--- src/design/gbaqi_pkg.sv ---
`timescale 1ns / 1ps
`default_nettype none
package gbaqi_pkg;
  localparam int SlotCount = 15;
  localparam int SlotW = $clog2(SlotCount);
  localparam int CfgIdxW = 2;
  localparam int CfgDataW = 22;
  localparam logic [CfgIdxW-1:0] CfgWarmup = 2'd0;
  localparam logic [CfgIdxW-1:0] CfgFloor = 2'd1;
  localparam logic [CfgIdxW-1:0] CfgSlotLen = 2'd2;
  localparam logic [CfgIdxW-1:0] CfgWindow = 2'd3;
  localparam logic [2:0] ClassGood = 3'd0;
  localparam logic [2:0] ClassModerate = 3'd1;
  localparam logic [2:0] ClassPoor = 3'd2;
  localparam logic [2:0] ClassBad = 3'd3;
  localparam logic [2:0] ClassWarmup = 3'd4;
  localparam int DivSteps = 16;

  typedef struct packed {
    logic load;
    logic slot_update;
    logic scan;
    logic seed;
    logic div_start;
    logic div_step;
    logic score;
  } cmd_t;

  typedef struct packed {
    logic accepted;
    logic scan_last;
    logic score_ok;
    logic div_last;
  } sts_t;
endpackage
`default_nettype wire

--- src/design/gbaqi_ctrl.sv ---
`timescale 1ns / 1ps
`default_nettype none
module gbaqi_ctrl
  import gbaqi_pkg::*;
(
  input  wire logic clk_i,
  input  wire logic rst_ni,
  input  wire logic in_fire_i,
  input  wire logic out_free_i,
  input  wire sts_t sts_i,
  output cmd_t      cmd_o,
  output logic      busy_o,
  output logic      out_load_o
);
  typedef enum logic [6:0] {
    StIdle = 7'b0000001, StUpd = 7'b0000010, StScan = 7'b0000100,
    StSeed = 7'b0001000, StDiv = 7'b0010000, StScore = 7'b0100000,
    StOut = 7'b1000000
  } state_e;
  state_e state_q, state_d;

  always_comb begin
    state_d = state_q;
    cmd_o = '0;
    out_load_o = 1'b0;
    unique case (state_q)
      StIdle: begin
        cmd_o.load = in_fire_i;
        if (in_fire_i) state_d = StUpd;
      end
      StUpd: begin
        if (sts_i.accepted) begin
          cmd_o.slot_update = 1'b1;
          state_d = StScan;
        end else begin
          state_d = StOut;
        end
      end
      StScan: begin
        cmd_o.scan = 1'b1;
        if (sts_i.scan_last) state_d = StSeed;
      end
      StSeed: begin
        cmd_o.seed = 1'b1;
        state_d = StDiv;
      end
      StDiv: begin
        if (!sts_i.score_ok) begin
          state_d = StOut;
        end else begin
          cmd_o.div_start = 1'b1;
          state_d = StScore;
        end
      end
      StScore: begin
        cmd_o.div_step = !sts_i.div_last;
        if (sts_i.div_last) begin
          cmd_o.score = 1'b1;
          state_d = StOut;
        end
      end
      StOut: begin
        if (out_free_i) begin
          out_load_o = 1'b1;
          state_d = StIdle;
        end
      end
      default: state_d = StIdle;
    endcase
  end

  assign busy_o = state_q != StIdle;

  always_ff @(posedge clk_i or negedge rst_ni) begin
    if (!rst_ni) begin
      state_q <= StIdle;
    end else begin
      state_q <= state_d;
    end
  end

  assert property (@(posedge clk_i) disable iff (!rst_ni) $onehot(state_q))
    else $error("state not one-hot");
  assert property (@(posedge clk_i) disable iff (!rst_ni)
    cmd_o.load |-> state_q == StIdle) else $error("load while busy");
  assert property (@(posedge clk_i) disable iff (!rst_ni)
    cmd_o.score |=> state_q == StOut) else $error("score not followed by output");
endmodule
`default_nettype wire

--- src/design/gbaqi_datapath.sv ---
`timescale 1ns / 1ps
`default_nettype none
module gbaqi_datapath
  import gbaqi_pkg::*;
(
  input  wire logic                clk_i,
  input  wire logic                rst_ni,
  input  wire cmd_t                cmd_i,
  output sts_t                     sts_o,
  input  wire logic                cfg_we_i,
  input  wire logic [CfgIdxW-1:0]  cfg_idx_i,
  input  wire logic [CfgDataW-1:0] cfg_data_i,
  input  wire logic [31:0]         time_i,
  input  wire logic signed [14:0]  temp_i,
  input  wire logic signed [14:0]  hum_i,
  input  wire logic [16:0]         pres_i,
  input  wire logic [23:0]         gas_i,
  output logic                     accepted_o,
  output logic                     present_o,
  output logic [6:0]               score_o,
  output logic [23:0]              baseline_o
);
  logic [15:0] warm_q, floor_q;
  logic [19:0] slen_q;
  logic [21:0] win_q;
  logic [31:0] now_q;
  logic signed [14:0] hum_q;
  logic [23:0] gas_q;
  logic acc_q;
  logic [23:0] peak_q [SlotCount];
  logic [31:0] start_q [SlotCount];
  logic [SlotCount-1:0] open_q;
  logic [SlotW-1:0] ptr_q, scan_q;
  logic [23:0] best_q, base_q;
  logic [6:0] held_q;
  logic present_q;
  logic [23:0] rem_q;
  logic [16:0] quo_q;
  logic [5:0] dcnt_q;

  logic acc_d;
  logic [31:0] age_cur, age_scan;
  logic [SlotW-1:0] ptr_nx;
  logic [24:0] rem_sh;
  logic [16:0] r;
  logic [23:0] gs;
  logic [12:0] hum_hi;
  logic [11:0] hum_lo;
  logic [38:0] hum_hi_p;
  logic [34:0] hum_lo_p;
  logic [20:0] hs;
  logic [24:0] tot;
  logic [6:0] sc;

  assign acc_d = temp_i >= -15'sd4000 && temp_i <= 15'sd10000 && hum_i >= 15'sd0
    && hum_i <= 15'sd10000 && pres_i >= 17'd20000 && pres_i <= 17'd120000;
  assign age_cur = now_q - start_q[ptr_q];
  assign age_scan = now_q - start_q[scan_q];
  assign ptr_nx = (ptr_q == SlotW'(SlotCount - 1)) ? '0 : ptr_q + 1'b1;
  assign rem_sh = {rem_q, 1'b0};

  // The humidity terms are d * 4096 / 15 and h * 2048 / 5, formed by reciprocal
  // multiplication that is exact over the accepted humidity range.
  always_comb begin
    r = (quo_q > 17'd65536) ? 17'd65536 : quo_q;
    if (r >= 17'd58982) gs = 24'(75 * 65536);
    else if (r >= 17'd45875) gs = 24'(55 * 65536) + 24'(r - 17'd45875) * 24'd100;
    else if (r >= 17'd29491) gs = 24'(30 * 65536) + 24'(r - 17'd29491) * 24'd100;
    else if (r >= 17'd13107) gs = 24'(5 * 65536) + 24'(r - 17'd13107) * 24'd100;
    else gs = '0;
    hum_hi = 13'(15'sd10000 - hum_q);
    hum_lo = 12'(hum_q);
    hum_hi_p = 39'(hum_hi) * 39'd35791395;
    hum_lo_p = 35'(hum_lo) * 35'd6710887;
    if (hum_q >= 15'sd4000) hs = hum_hi_p[37:17];
    else hs = hum_lo_p[34:14];
    tot = 25'(gs) + 25'(hs);
    sc = (tot[24:16] > 9'd100) ? 7'd100 : tot[22:16];
  end

  assign sts_o.accepted = acc_q;
  assign sts_o.scan_last = scan_q == SlotW'(SlotCount - 1);
  assign sts_o.score_ok = now_q >= 32'(warm_q) && gas_q >= 24'(floor_q)
    && base_q >= 24'(floor_q) && base_q != '0;
  assign sts_o.div_last = dcnt_q == '0;

  always_ff @(posedge clk_i or negedge rst_ni) begin
    if (!rst_ni) begin
      warm_q <= 16'd15000;
      floor_q <= 16'd1500;
      slen_q <= 20'd120000;
      win_q <= 22'd1800000;
      open_q <= '0;
      ptr_q <= '0;
      base_q <= '0;
      held_q <= '0;
      present_q <= 1'b0;
      acc_q <= 1'b0;
      for (int i = 0; i < SlotCount; i++) begin
        peak_q[i] <= '0;
        start_q[i] <= '0;
      end
    end else begin
      if (cfg_we_i) begin
        unique case (cfg_idx_i)
          CfgWarmup: warm_q <= cfg_data_i[15:0];
          CfgFloor: floor_q <= cfg_data_i[15:0];
          CfgSlotLen: slen_q <= cfg_data_i[19:0];
          CfgWindow: win_q <= cfg_data_i;
          default: ;
        endcase
      end
      if (cmd_i.load) acc_q <= acc_d;
      if (cmd_i.slot_update) begin
        if (age_cur >= 32'(slen_q)) begin
          ptr_q <= ptr_nx;
          peak_q[ptr_nx] <= gas_q;
          start_q[ptr_nx] <= now_q;
          open_q[ptr_nx] <= 1'b1;
        end else if (gas_q > peak_q[ptr_q]) begin
          peak_q[ptr_q] <= gas_q;
        end
      end
      if (cmd_i.seed) begin
        if (best_q > 24'(floor_q)) begin
          if (!(best_q < 24'(floor_q) && gas_q > 24'(floor_q))) base_q <= best_q;
        end else if (base_q < 24'(floor_q) && gas_q > 24'(floor_q)) begin
          base_q <= gas_q;
        end
      end
      if (cmd_i.score) begin
        held_q <= sc;
        present_q <= 1'b1;
      end
    end
  end

  always_ff @(posedge clk_i) begin
    if (cmd_i.load) begin
      now_q <= time_i;
      hum_q <= hum_i;
      gas_q <= gas_i;
    end
    if (cmd_i.slot_update) begin
      scan_q <= '0;
      best_q <= '0;
    end else if (cmd_i.scan) begin
      if (open_q[scan_q] && age_scan <= 32'(win_q) && peak_q[scan_q] > best_q)
        best_q <= peak_q[scan_q];
      if (scan_q != SlotW'(SlotCount - 1)) scan_q <= scan_q + 1'b1;
    end
    if (cmd_i.div_start) begin
      rem_q <= gas_q;
      quo_q <= (gas_q >= base_q) ? 17'd65536 : 17'd0;
      dcnt_q <= 6'(DivSteps);
    end else if (cmd_i.div_step) begin
      if (!quo_q[16]) begin
        if (rem_sh >= {1'b0, base_q}) begin
          rem_q <= 24'(rem_sh - {1'b0, base_q});
          quo_q <= {quo_q[15:0], 1'b1};
        end else begin
          rem_q <= rem_sh[23:0];
          quo_q <= {quo_q[15:0], 1'b0};
        end
      end
      dcnt_q <= dcnt_q - 1'b1;
    end
  end

  assign accepted_o = acc_q;
  assign present_o = present_q;
  assign score_o = held_q;
  assign baseline_o = base_q;

  assert property (@(posedge clk_i) disable iff (!rst_ni)
    cmd_i.score |-> base_q != '0) else $error("score with zero baseline");
  assert property (@(posedge clk_i) disable iff (!rst_ni)
    present_q |-> held_q <= 7'd100) else $error("score above range");
  assert property (@(posedge clk_i) disable iff (!rst_ni)
    $fell(present_q) |-> 1'b0) else $error("held score lost");
endmodule
`default_nettype wire

--- src/design/gas_baseline_air_quality_index.sv ---
`timescale 1ns / 1ps
`default_nettype none
// A reading that yields a new score passes through slot update, slot scan, baseline seed,
// divide start, the 16-step ratio divide and score, and output load. Without a new score it
// skips the divide and score, and a rejected reading goes from slot update to output load.
// Throughput: one word at a time; the next word is taken the cycle after the result is loaded,
// and that load waits while the result register is full and not being read.
// Reset clears the slots, baseline and held score and loads the register defaults.
module gas_baseline_air_quality_index
  import gbaqi_pkg::*;
(
  input  wire logic                clk_i,
  input  wire logic                rst_ni,
  input  wire logic                cfg_we_i,
  input  wire logic [CfgIdxW-1:0]  cfg_idx_i,
  input  wire logic [CfgDataW-1:0] cfg_data_i,
  input  wire logic                s_axis_tvalid,
  output logic                     s_axis_tready,
  // time_ms, temperature_centi, humidity_centi, pressure_pa, gas_ohms, zero pad
  input  wire logic [103:0]        s_axis_tdata,
  output logic                     m_axis_tvalid,
  input  wire logic                m_axis_tready,
  // sample_accepted, score_valid, quality_score, quality_class, baseline_ohms, zero pad
  output logic [39:0]              m_axis_tdata
);
  cmd_t cmd;
  sts_t sts;
  logic busy, out_load, acc, present;
  logic [6:0] score;
  logic [23:0] base;
  logic [2:0] cls;
  logic [39:0] out_q;
  logic ov_q;

  assign s_axis_tready = !busy;

  gbaqi_ctrl u_ctrl (
    .clk_i, .rst_ni,
    .in_fire_i(s_axis_tvalid && s_axis_tready),
    .out_free_i(!ov_q || m_axis_tready),
    .sts_i(sts), .cmd_o(cmd), .busy_o(busy), .out_load_o(out_load)
  );

  gbaqi_datapath u_dp (
    .clk_i, .rst_ni, .cmd_i(cmd), .sts_o(sts),
    .cfg_we_i, .cfg_idx_i, .cfg_data_i,
    .time_i(s_axis_tdata[31:0]), .temp_i(s_axis_tdata[46:32]),
    .hum_i(s_axis_tdata[61:47]), .pres_i(s_axis_tdata[78:62]),
    .gas_i(s_axis_tdata[102:79]),
    .accepted_o(acc), .present_o(present), .score_o(score), .baseline_o(base)
  );

  always_comb begin
    priority if (!present) cls = ClassWarmup;
    else if (score >= 7'd75) cls = ClassGood;
    else if (score >= 7'd55) cls = ClassModerate;
    else if (score >= 7'd35) cls = ClassPoor;
    else cls = ClassBad;
  end

  always_ff @(posedge clk_i or negedge rst_ni) begin
    if (!rst_ni) begin
      ov_q <= 1'b0;
    end else if (out_load) begin
      ov_q <= 1'b1;
    end else if (m_axis_tready) begin
      ov_q <= 1'b0;
    end
  end

  always_ff @(posedge clk_i) begin
    if (out_load) out_q <= {4'd0, base, cls, present ? score : 7'd0, present, acc};
  end

  assign m_axis_tvalid = ov_q;
  assign m_axis_tdata = out_q;
endmodule
`default_nettype wire
--- config.mk ---
export PLATFORM = sky130hd
export DESIGN_NAME = gas_baseline_air_quality_index
export DESIGN_NICKNAME = d
export VERILOG_FILES = /design/src/design/gbaqi_pkg.sv /design/src/design/gbaqi_ctrl.sv /design/src/design/gbaqi_datapath.sv /design/src/design/gas_baseline_air_quality_index.sv
export SDC_FILE = /design/constraint.sdc
export NUM_CORES = 2
export LEC_CHECK = 0
export BUFFER_PORTS_ARGS = -buffer_cell sky130_fd_sc_hd__buf_2
export CAP_MARGIN = 20
export CORE_UTILIZATION = 46
export CTS_BUF_LIST = sky130_fd_sc_hd__clkbuf_8
export DETAILED_ROUTE_END_ITERATION = 10
export GPL_ROUTABILITY_DRIVEN = 0
export RECOVER_POWER = 25
export REMOVE_ABC_BUFFERS = 1
export SYNTH_ARGS = -nofsm -noshare
export SYNTH_HDL_FRONTEND = slang
export SYNTH_SLANG_ARGS = --single-unit
--- constraint.sdc ---
create_clock -name clk_i -period 11.3 [get_ports clk_i]
set_clock_uncertainty 0.15 [all_clocks]
set_input_delay 1.13 -clock clk_i [delete_from_list [all_inputs] [get_ports clk_i]]
set_output_delay 1.13 -clock clk_i [all_outputs]
set_load 0.02 [all_outputs]
# Word-level counts from Yosys, hierarchy flattened
# Index checks and enable logic that the tools add are counted.
[totals]
reg_bits = 1156
input_bits = 133
out_inout_bits = 42
wordCells = 245
[classes]
add_sub_neg = 14
multipliers = 5
magnitude_cmp = 37
eq_ne = 20
n_mux = 69
n_bitwise = 5
n_reduce_logical = 40
[op_table]
columns = ["operator", "n"]
rows = [
  ["bitwise mux 360 bit", 2],
  ["two-way mux 360 bit", 2],
  ["bitwise mux 480 bit", 1],
  ["two-way mux 24 bit", 17],
  ["binary-select mux 32 bit (select 4 bit)", 2],
  ["binary-select mux 24 bit (select 4 bit)", 2],
  ["demux 24 bit (select 4 bit)", 2],
  ["two-way mux 32 bit", 5],
  ["demux 32 bit (select 4 bit)", 1],
  ["two-way mux 17 bit", 5],
  ["multiplier 24 x 5 -> 22 bit, second input constant", 3],
  ["subtractor 32 bit", 2],
  ["two-way mux 7 bit", 7],
  ["one-hot mux 7 bit (7 select lines)", 1],
  ["greater-or-equal comparator 24 x 16 -> 1 bit", 2],
  ["> comparator 24 x 16 -> 1 bit", 2],
  ["> comparator 24 bit", 2],
  ["< comparator 24 x 16 -> 1 bit", 2],
  ["multiplier 13 x 26 -> 38 bit, second input constant", 1],
  ["multiplier 12 x 23 -> 35 bit, second input constant", 1],
  ["greater-or-equal comparator 17 x 15 -> 1 bit, second input constant", 2],
  ["greater-or-equal comparator 17 x 16 -> 1 bit, second input constant", 2],
  ["greater-or-equal comparator 32 x 16 -> 1 bit", 1],
  ["greater-or-equal comparator 32 x 20 -> 1 bit", 1],
  ["other kinds (62)", 122],
]

# Longest topological paths before layout
[logic_depth]
word_depth = 12
ltp_mapped = 44
ltp_nobuf = 44

# Cells and area by module
# A second synthesis with hierarchy kept.
[unflattened]
cells_unflattened = 6304
area_unflattened_um2 = 76960.1
[by_module_without_submodules]
columns = ["mod", "instances", "cells_each", "area_each_um2", "seq_area_each_um2"]
rows = [
  ["gbaqi_datapath", 1, 6181, 75204.6, 28257.1],
  ["gas_baseline_air_quality_index", 1, 66, 1278.7, 1106.1],
  ["gbaqi_ctrl", 1, 57, 476.7, 176.4],
]

# Least setup slack after synthesis
# OpenSTA, ideal clock, no wires.
[synth_path]
path_type = "register to register"
from = "register u_dp.hum_q[0]"
to = "register u_dp.held_q[0], in the netlist u_dp.score_o[0]"
setup_time_ns = 0.121
arrival_ns = 9.019
required_time_ns = 11.029
slack_ns = 2.010
path_stages_with_launch = 43
cell_sequence = "edfxtp_1 inv_1 ha_1 nor3b_1 a21oi_1 nand2b_1 o21ai_0 a21oi_1 xor2_1 ha_1 ha_1 or2_2 fa_1 fa_1 ha_1 ha_1 a21oi_1 o21ai_0 [7 not listed] or2_2 a21oi_1 xnor2_1 a22o_1 ha_1 a21o_1 a21oi_1 o21ai_0 a221o_1 a21oi_1 a21boi_0 o21ai_0 a21oi_1 o21ba_2 xor2_1 o31ai_1 a21oi_1 a22o_1"
[synth_between]
elab_chain_len = 6
word_cells_on_any_way = 8
classes_between = "add/sub (2); mul (2); order compare (2); mux (2)"
[synth_rtl]
columns = ["item", "line", "text"]
rows = [
  ["start: declaration", "gbaqi_datapath.sv:27", "logic signed [14:0] hum_q;"],
  ["start signal: assignment", "gbaqi_datapath.sv:141", "hum_q <= hum_i;"],
  ["subtractor 12 x 13 -> 13 bit", "gbaqi_datapath.sv:71", "hum_hi = 13'(15'sd10000 - hum_q);"],
  ["multiplier 13 x 26 -> 38 bit", "gbaqi_datapath.sv:73", "hum_hi_p = 39'(hum_hi) * 39'd35791395;"],
  ["two-way mux 21 bit (*)", "gbaqi_datapath.sv:75", "if (hum_q >= 15'sd4000) hs = hum_hi_p[37:17];"],
  ["adder 24 x 21 -> 25 bit (*)", "gbaqi_datapath.sv:77", "tot = 25'(gs) + 25'(hs);"],
  ["> comparator 9 x 7 -> 1 bit", "gbaqi_datapath.sv:78", "sc = (tot[24:16] > 9'd100) ? 7'd100 : tot[22:16];"],
  ["two-way mux 7 bit (*)", "gbaqi_datapath.sv:78", ""],
  ["end signal: assignment", "gbaqi_datapath.sv:96", "held_q <= '0;"],
  ["end signal: assignment", "gbaqi_datapath.sv:132", "held_q <= sc;"],
  ["end: declaration", "gbaqi_datapath.sv:35", "logic [6:0] held_q;"],
]
# Mark *: on every way between the ends. The rest lies on a longest branch, timed or not.
# A chain may end at the register's enable or synchronous reset.

# Worst setup path in the final report
# Same ends and word-level chain as after synthesis.

==> results.py <==
metrics = {
    "placed_design": {
        "placedCellCount": 8401,
        "placed_area_um2": 79900,
        "port_buffers": 169,
        "post-dp-hpwl_um": 141000,
    },
    "cts": {
        "cts-root-buf": "clkbuf_8",
        "clock-sinks": 1156,
        "clk_path_buf_depth": 3,
        "numCtsBuffers": 197,
        "clock_latency_ns": 0.96,
        "clkTransAtPathRegs_ns": 0.07,
        "tritoncts": "done",
        "postCtsSetupRepairBufs": 0,
        "h-tree-depth": 4,
    },
    "floorplanning": {
        "dieArea_um2": 168000,
        "start_util_pct": 46.4,
        "dieWidth_um": 410,
        "rows": 149,
        "io_pins": 175,
        "die_y_um": 410,
        "placeableCoreArea_um2": 165000,
    },
    "sta": {
        "finalSetupTns_ns": 0,
        "max_slew_margin_pct": -163,
        "period_share_pct": 91.7,
        "finalHoldViolCount": 0,
        "period_minus_slack_ns": 10.36,
        "setup_viol": 0,
        "worstMarginPinSlew_ns": 3.95,
        "drv_slew": 525,
        "hold-worst-slack_ns": 0.194,
        "max_freq_mhz": 96.5,
        "rsz0062_at_grt": "no",
    },
    "routing": {
        "ant_nets": 0,
        "drt-initial-drc-count": 3991,
        "routed_wl_um": 216000,
        "wire_per_inst_um": 24.6,
        "drc": 30,
        "vias": 52600,
        "avgViaCountPerCell": 5.99,
        "firstDrtPassIters": 9,
    },
    "yosys": {
        "synth.area.top_cells": "dfrtp_1 31%, mux4_2 13%, mux2_2 12%",
        "async_flop_share_pct": 84.3,
        "syn_area_per_cell_um2": 12.2,
        "synth_common_cells": "941 x dfrtp_1, 786 x mux2_2, 537 x ha_1",
        "synth_edf_count": 148,
        "synth_most_common_cell": "dfrtp_1",
        "yosys.area.top_type": "dfrtp_1",
        "synth_cells": 6272,
        "ys_seq_area_share_pct": 38.6,
        "synth_cell_type_count": 97,
        "ys_ff_latch": 1156,
        "netlist_area_um2": 76600,
        "synth_ff_type": "dfrtp_1",
        "ys_warn_count": 0,
        "synth_top_area_share_pct": 30.7,
    },
    "global_routing": {
        "grt_pass1_vias": 53800,
        "antenna_found_initial": 19,
        "grt_pass1_wl_um": 331000,
        "grt_max_degree": 174,
        "grt_remaining_overflow": 0,
        "grt_usage_pct": 25.8,
    },
    "layout": {
        "layout.cells.non_filler": 8777,
        "utilization_pct": 50.8,
        "drive_gt1_share_pct": 29.4,
        "fill_cells": 14500,
        "syn_to_final_growth_pct": 9.53,
        "final_cell_area_um2": 83900,
        "nets": 7193,
    },
    "setup_path": {
        "path_common_cell": "a21oi_1",
        "rrSetupSlack_ns": 0.94,
        "reg2reg_from": "u_dp.hum_q[0]",
        "crit_arrival_ns": 11.09,
        "path_max_fanout": 13,
        "worst_path_max_delay_cell": "fa_1",
        "cp-end-kind": "flip-flop",
        "critPathKind": "reg2reg",
        "crit_family": "compound AO/OA/AOI/OAI gates",
        "startpoint_type": "flip-flop",
        "crit_buf_inv": 4,
        "max_stage_delay_ns": 0.49,
        "worstRegToRegCells": 43,
        "r2r_end": "u_dp.score_o[0]",
        "required_ns": 12.03,
    },
    "power_and_ir_drop": {
        "vdd_drop_max_mv": 0.449,
        "powerDensity_nw_per_um2": 247,
        "p_leak_nw": 38.5,
    },
    "job": {
        "drv_cap": 8,
    },
    "status": {
        "violations": "design-rule violations, max-capacitance violations, max-slew violations",
        "status": "complete, but fails checks",
    },
    "min_path": {
        "hold_class": "in2reg",
        "holdPathStages": 1,
        "min_from": "s_axis_tdata[101]",
        "worst_hold_path.endpoint": "u_dp.gas_q[22]",
    },
}
[how the worst max path moves through the flow]
stage	start	to	slack, ns	cells after the start
after floorplan	u_dp.ptr_q[1]	u_dp.peak_q[144]	-6.11	32
after global placement	u_dp.hum_q[0]	u_dp.score_o[0]	0.95	43
after detailed placement	u_dp.hum_q[0]	u_dp.score_o[0]	0.84	43
after CTS	u_dp.hum_q[0]	u_dp.score_o[0]	0.76	43
after global routing	u_dp.hum_q[0]	u_dp.score_o[0]	0.09	43
final	u_dp.hum_q[0]	u_dp.score_o[0]	0.94	43
[flip-flops by register name (all words and copies together), names as in the netlist, 4 cells and up]
name	count
u_dp.open_q	15
u_dp.start_q	480
u_dp.win_q	22
u_ctrl.state_q	7
u_dp.hum_q	15
u_dp.floor_q	16
u_dp.now_q	32
u_dp.quo_q	17
u_dp.gas_q	24
u_dp.dcnt_q	6
u_dp.peak_q	360
u_dp.slen_q	20
u_dp.rem_q	24
m_axis_tdata	36
u_dp.best_q	24
u_dp.score_o	7
u_dp.ptr_q	4
u_dp.scan_q	4
u_dp.warm_q	16
u_dp.baseline_o	24
[placed cells by master (no fill, tap or decap), types with 35 or more instances in the layout]
| cell type | netlist | final |
|---|---|---|
| mux4_2 | 451 | 451 |
| nor2b_1 | 52 | 49 |
| inv_1 | 486 | 562 |
| xnor2_1 | 103 | 103 |
| dfrtp_1 | 941 | 937 |
| mux2_2 | 786 | 786 |
| and2_1 | 38 | 35 |
| nand3_1 | 72 | 68 |
| nand4_1 | 54 | 54 |
| buf_2 | 53 | 137 |
| fa_1 | 108 | 108 |
| clkbuf_1 | 212 | 39 |
| a21oi_1 | 232 | 229 |
| buf_4 | 13 | 102 |
| edfxtp_1 | 148 | 148 |
| nor4_1 | 41 | 40 |
| nor2_1 | 230 | 230 |
| mux2_1 | 75 | 75 |
| nand2_1 | 252 | 252 |
| mux2i_1 | 184 | 184 |
| clkbuf_8 | 0 | 250 |
| xor2_1 | 49 | 49 |
| a21o_1 | 102 | 102 |
| o21ai_0 | 276 | 275 |
| nand2b_1 | 68 | 68 |
| nor3_1 | 64 | 60 |
| ha_1 | 537 | 537 |
| mux2_4 | 40 | 40 |
| o21a_1 | 63 | 63 |
[kinds of logic after synthesis]
group / share of synthesized area (%)
mux: 29.2
flops: 38.6
simple gates: 6.78
compound gates: 7.61
buf+inv: 4.49
fa+ha+maj: 11.6
xor+xnor: 1.74
other cells: 0.00489
[worst reg2reg max path: cells and delay by family (launching register included)]
family	cells	cell delay, ns
and+or+nand+nor	5	1.02
AOI/OAI and AO/OA	25	5.36
adders and majority gates	7	2.38
buffers and inverters	4	0.53
DFF	1	0.35
xor gates and xnor gates	2	0.50
[cell type report]
type	count	area [µm²]	share of cell area, %
Sequential cell	1156	29600	35.2
Tap cell	2189	2740	3.26
Timing Repair Buffer	296	1920	2.29
Inverter	486	1820	2.17
Clock buffer	250	3440	4.10
Multi-Input combinational cell	4278	43800	52.2
Antenna cell	5	12.5	0.0149
Clock inverter	117	629	0.750
[metal layers]
layer  part of all wire (%)  wire (µm)  global-route usage (%)
met5                  0.050        107                       0
met3                    6.1      13200                    4.41
met2                     47     102000                    41.8
met4                    2.7       5850                    8.20
met1                     44      94600                    35.2
[repair_timing]
action,4_1_cts,5_1_grt
gates resized for setup,0,1
hold endpoints to repair,62,0
endpoints found under the setup margin,0,4
hold buffers,1,0
[per-stage QoR]
step	setup slack, ns	power (mW)
2_1_floorplan	-6.11	13.9
3_3_place_gp	0.951	16.6
3_5_place_dp	0.842	16.8
4_1_cts	0.760	20.8
5_1_grt	0.0878	22.4
6_report	0.938	20.7
[where the power goes]
part | switching, mW | leakage [nW] | internal [mW]
clock network | 1.83 | 2.38 | 2.06
registers | 0.525 | 15.0 | 4.64
logic | 6.65 | 21.1 | 4.98
Power figures use the tool's default switching activity.
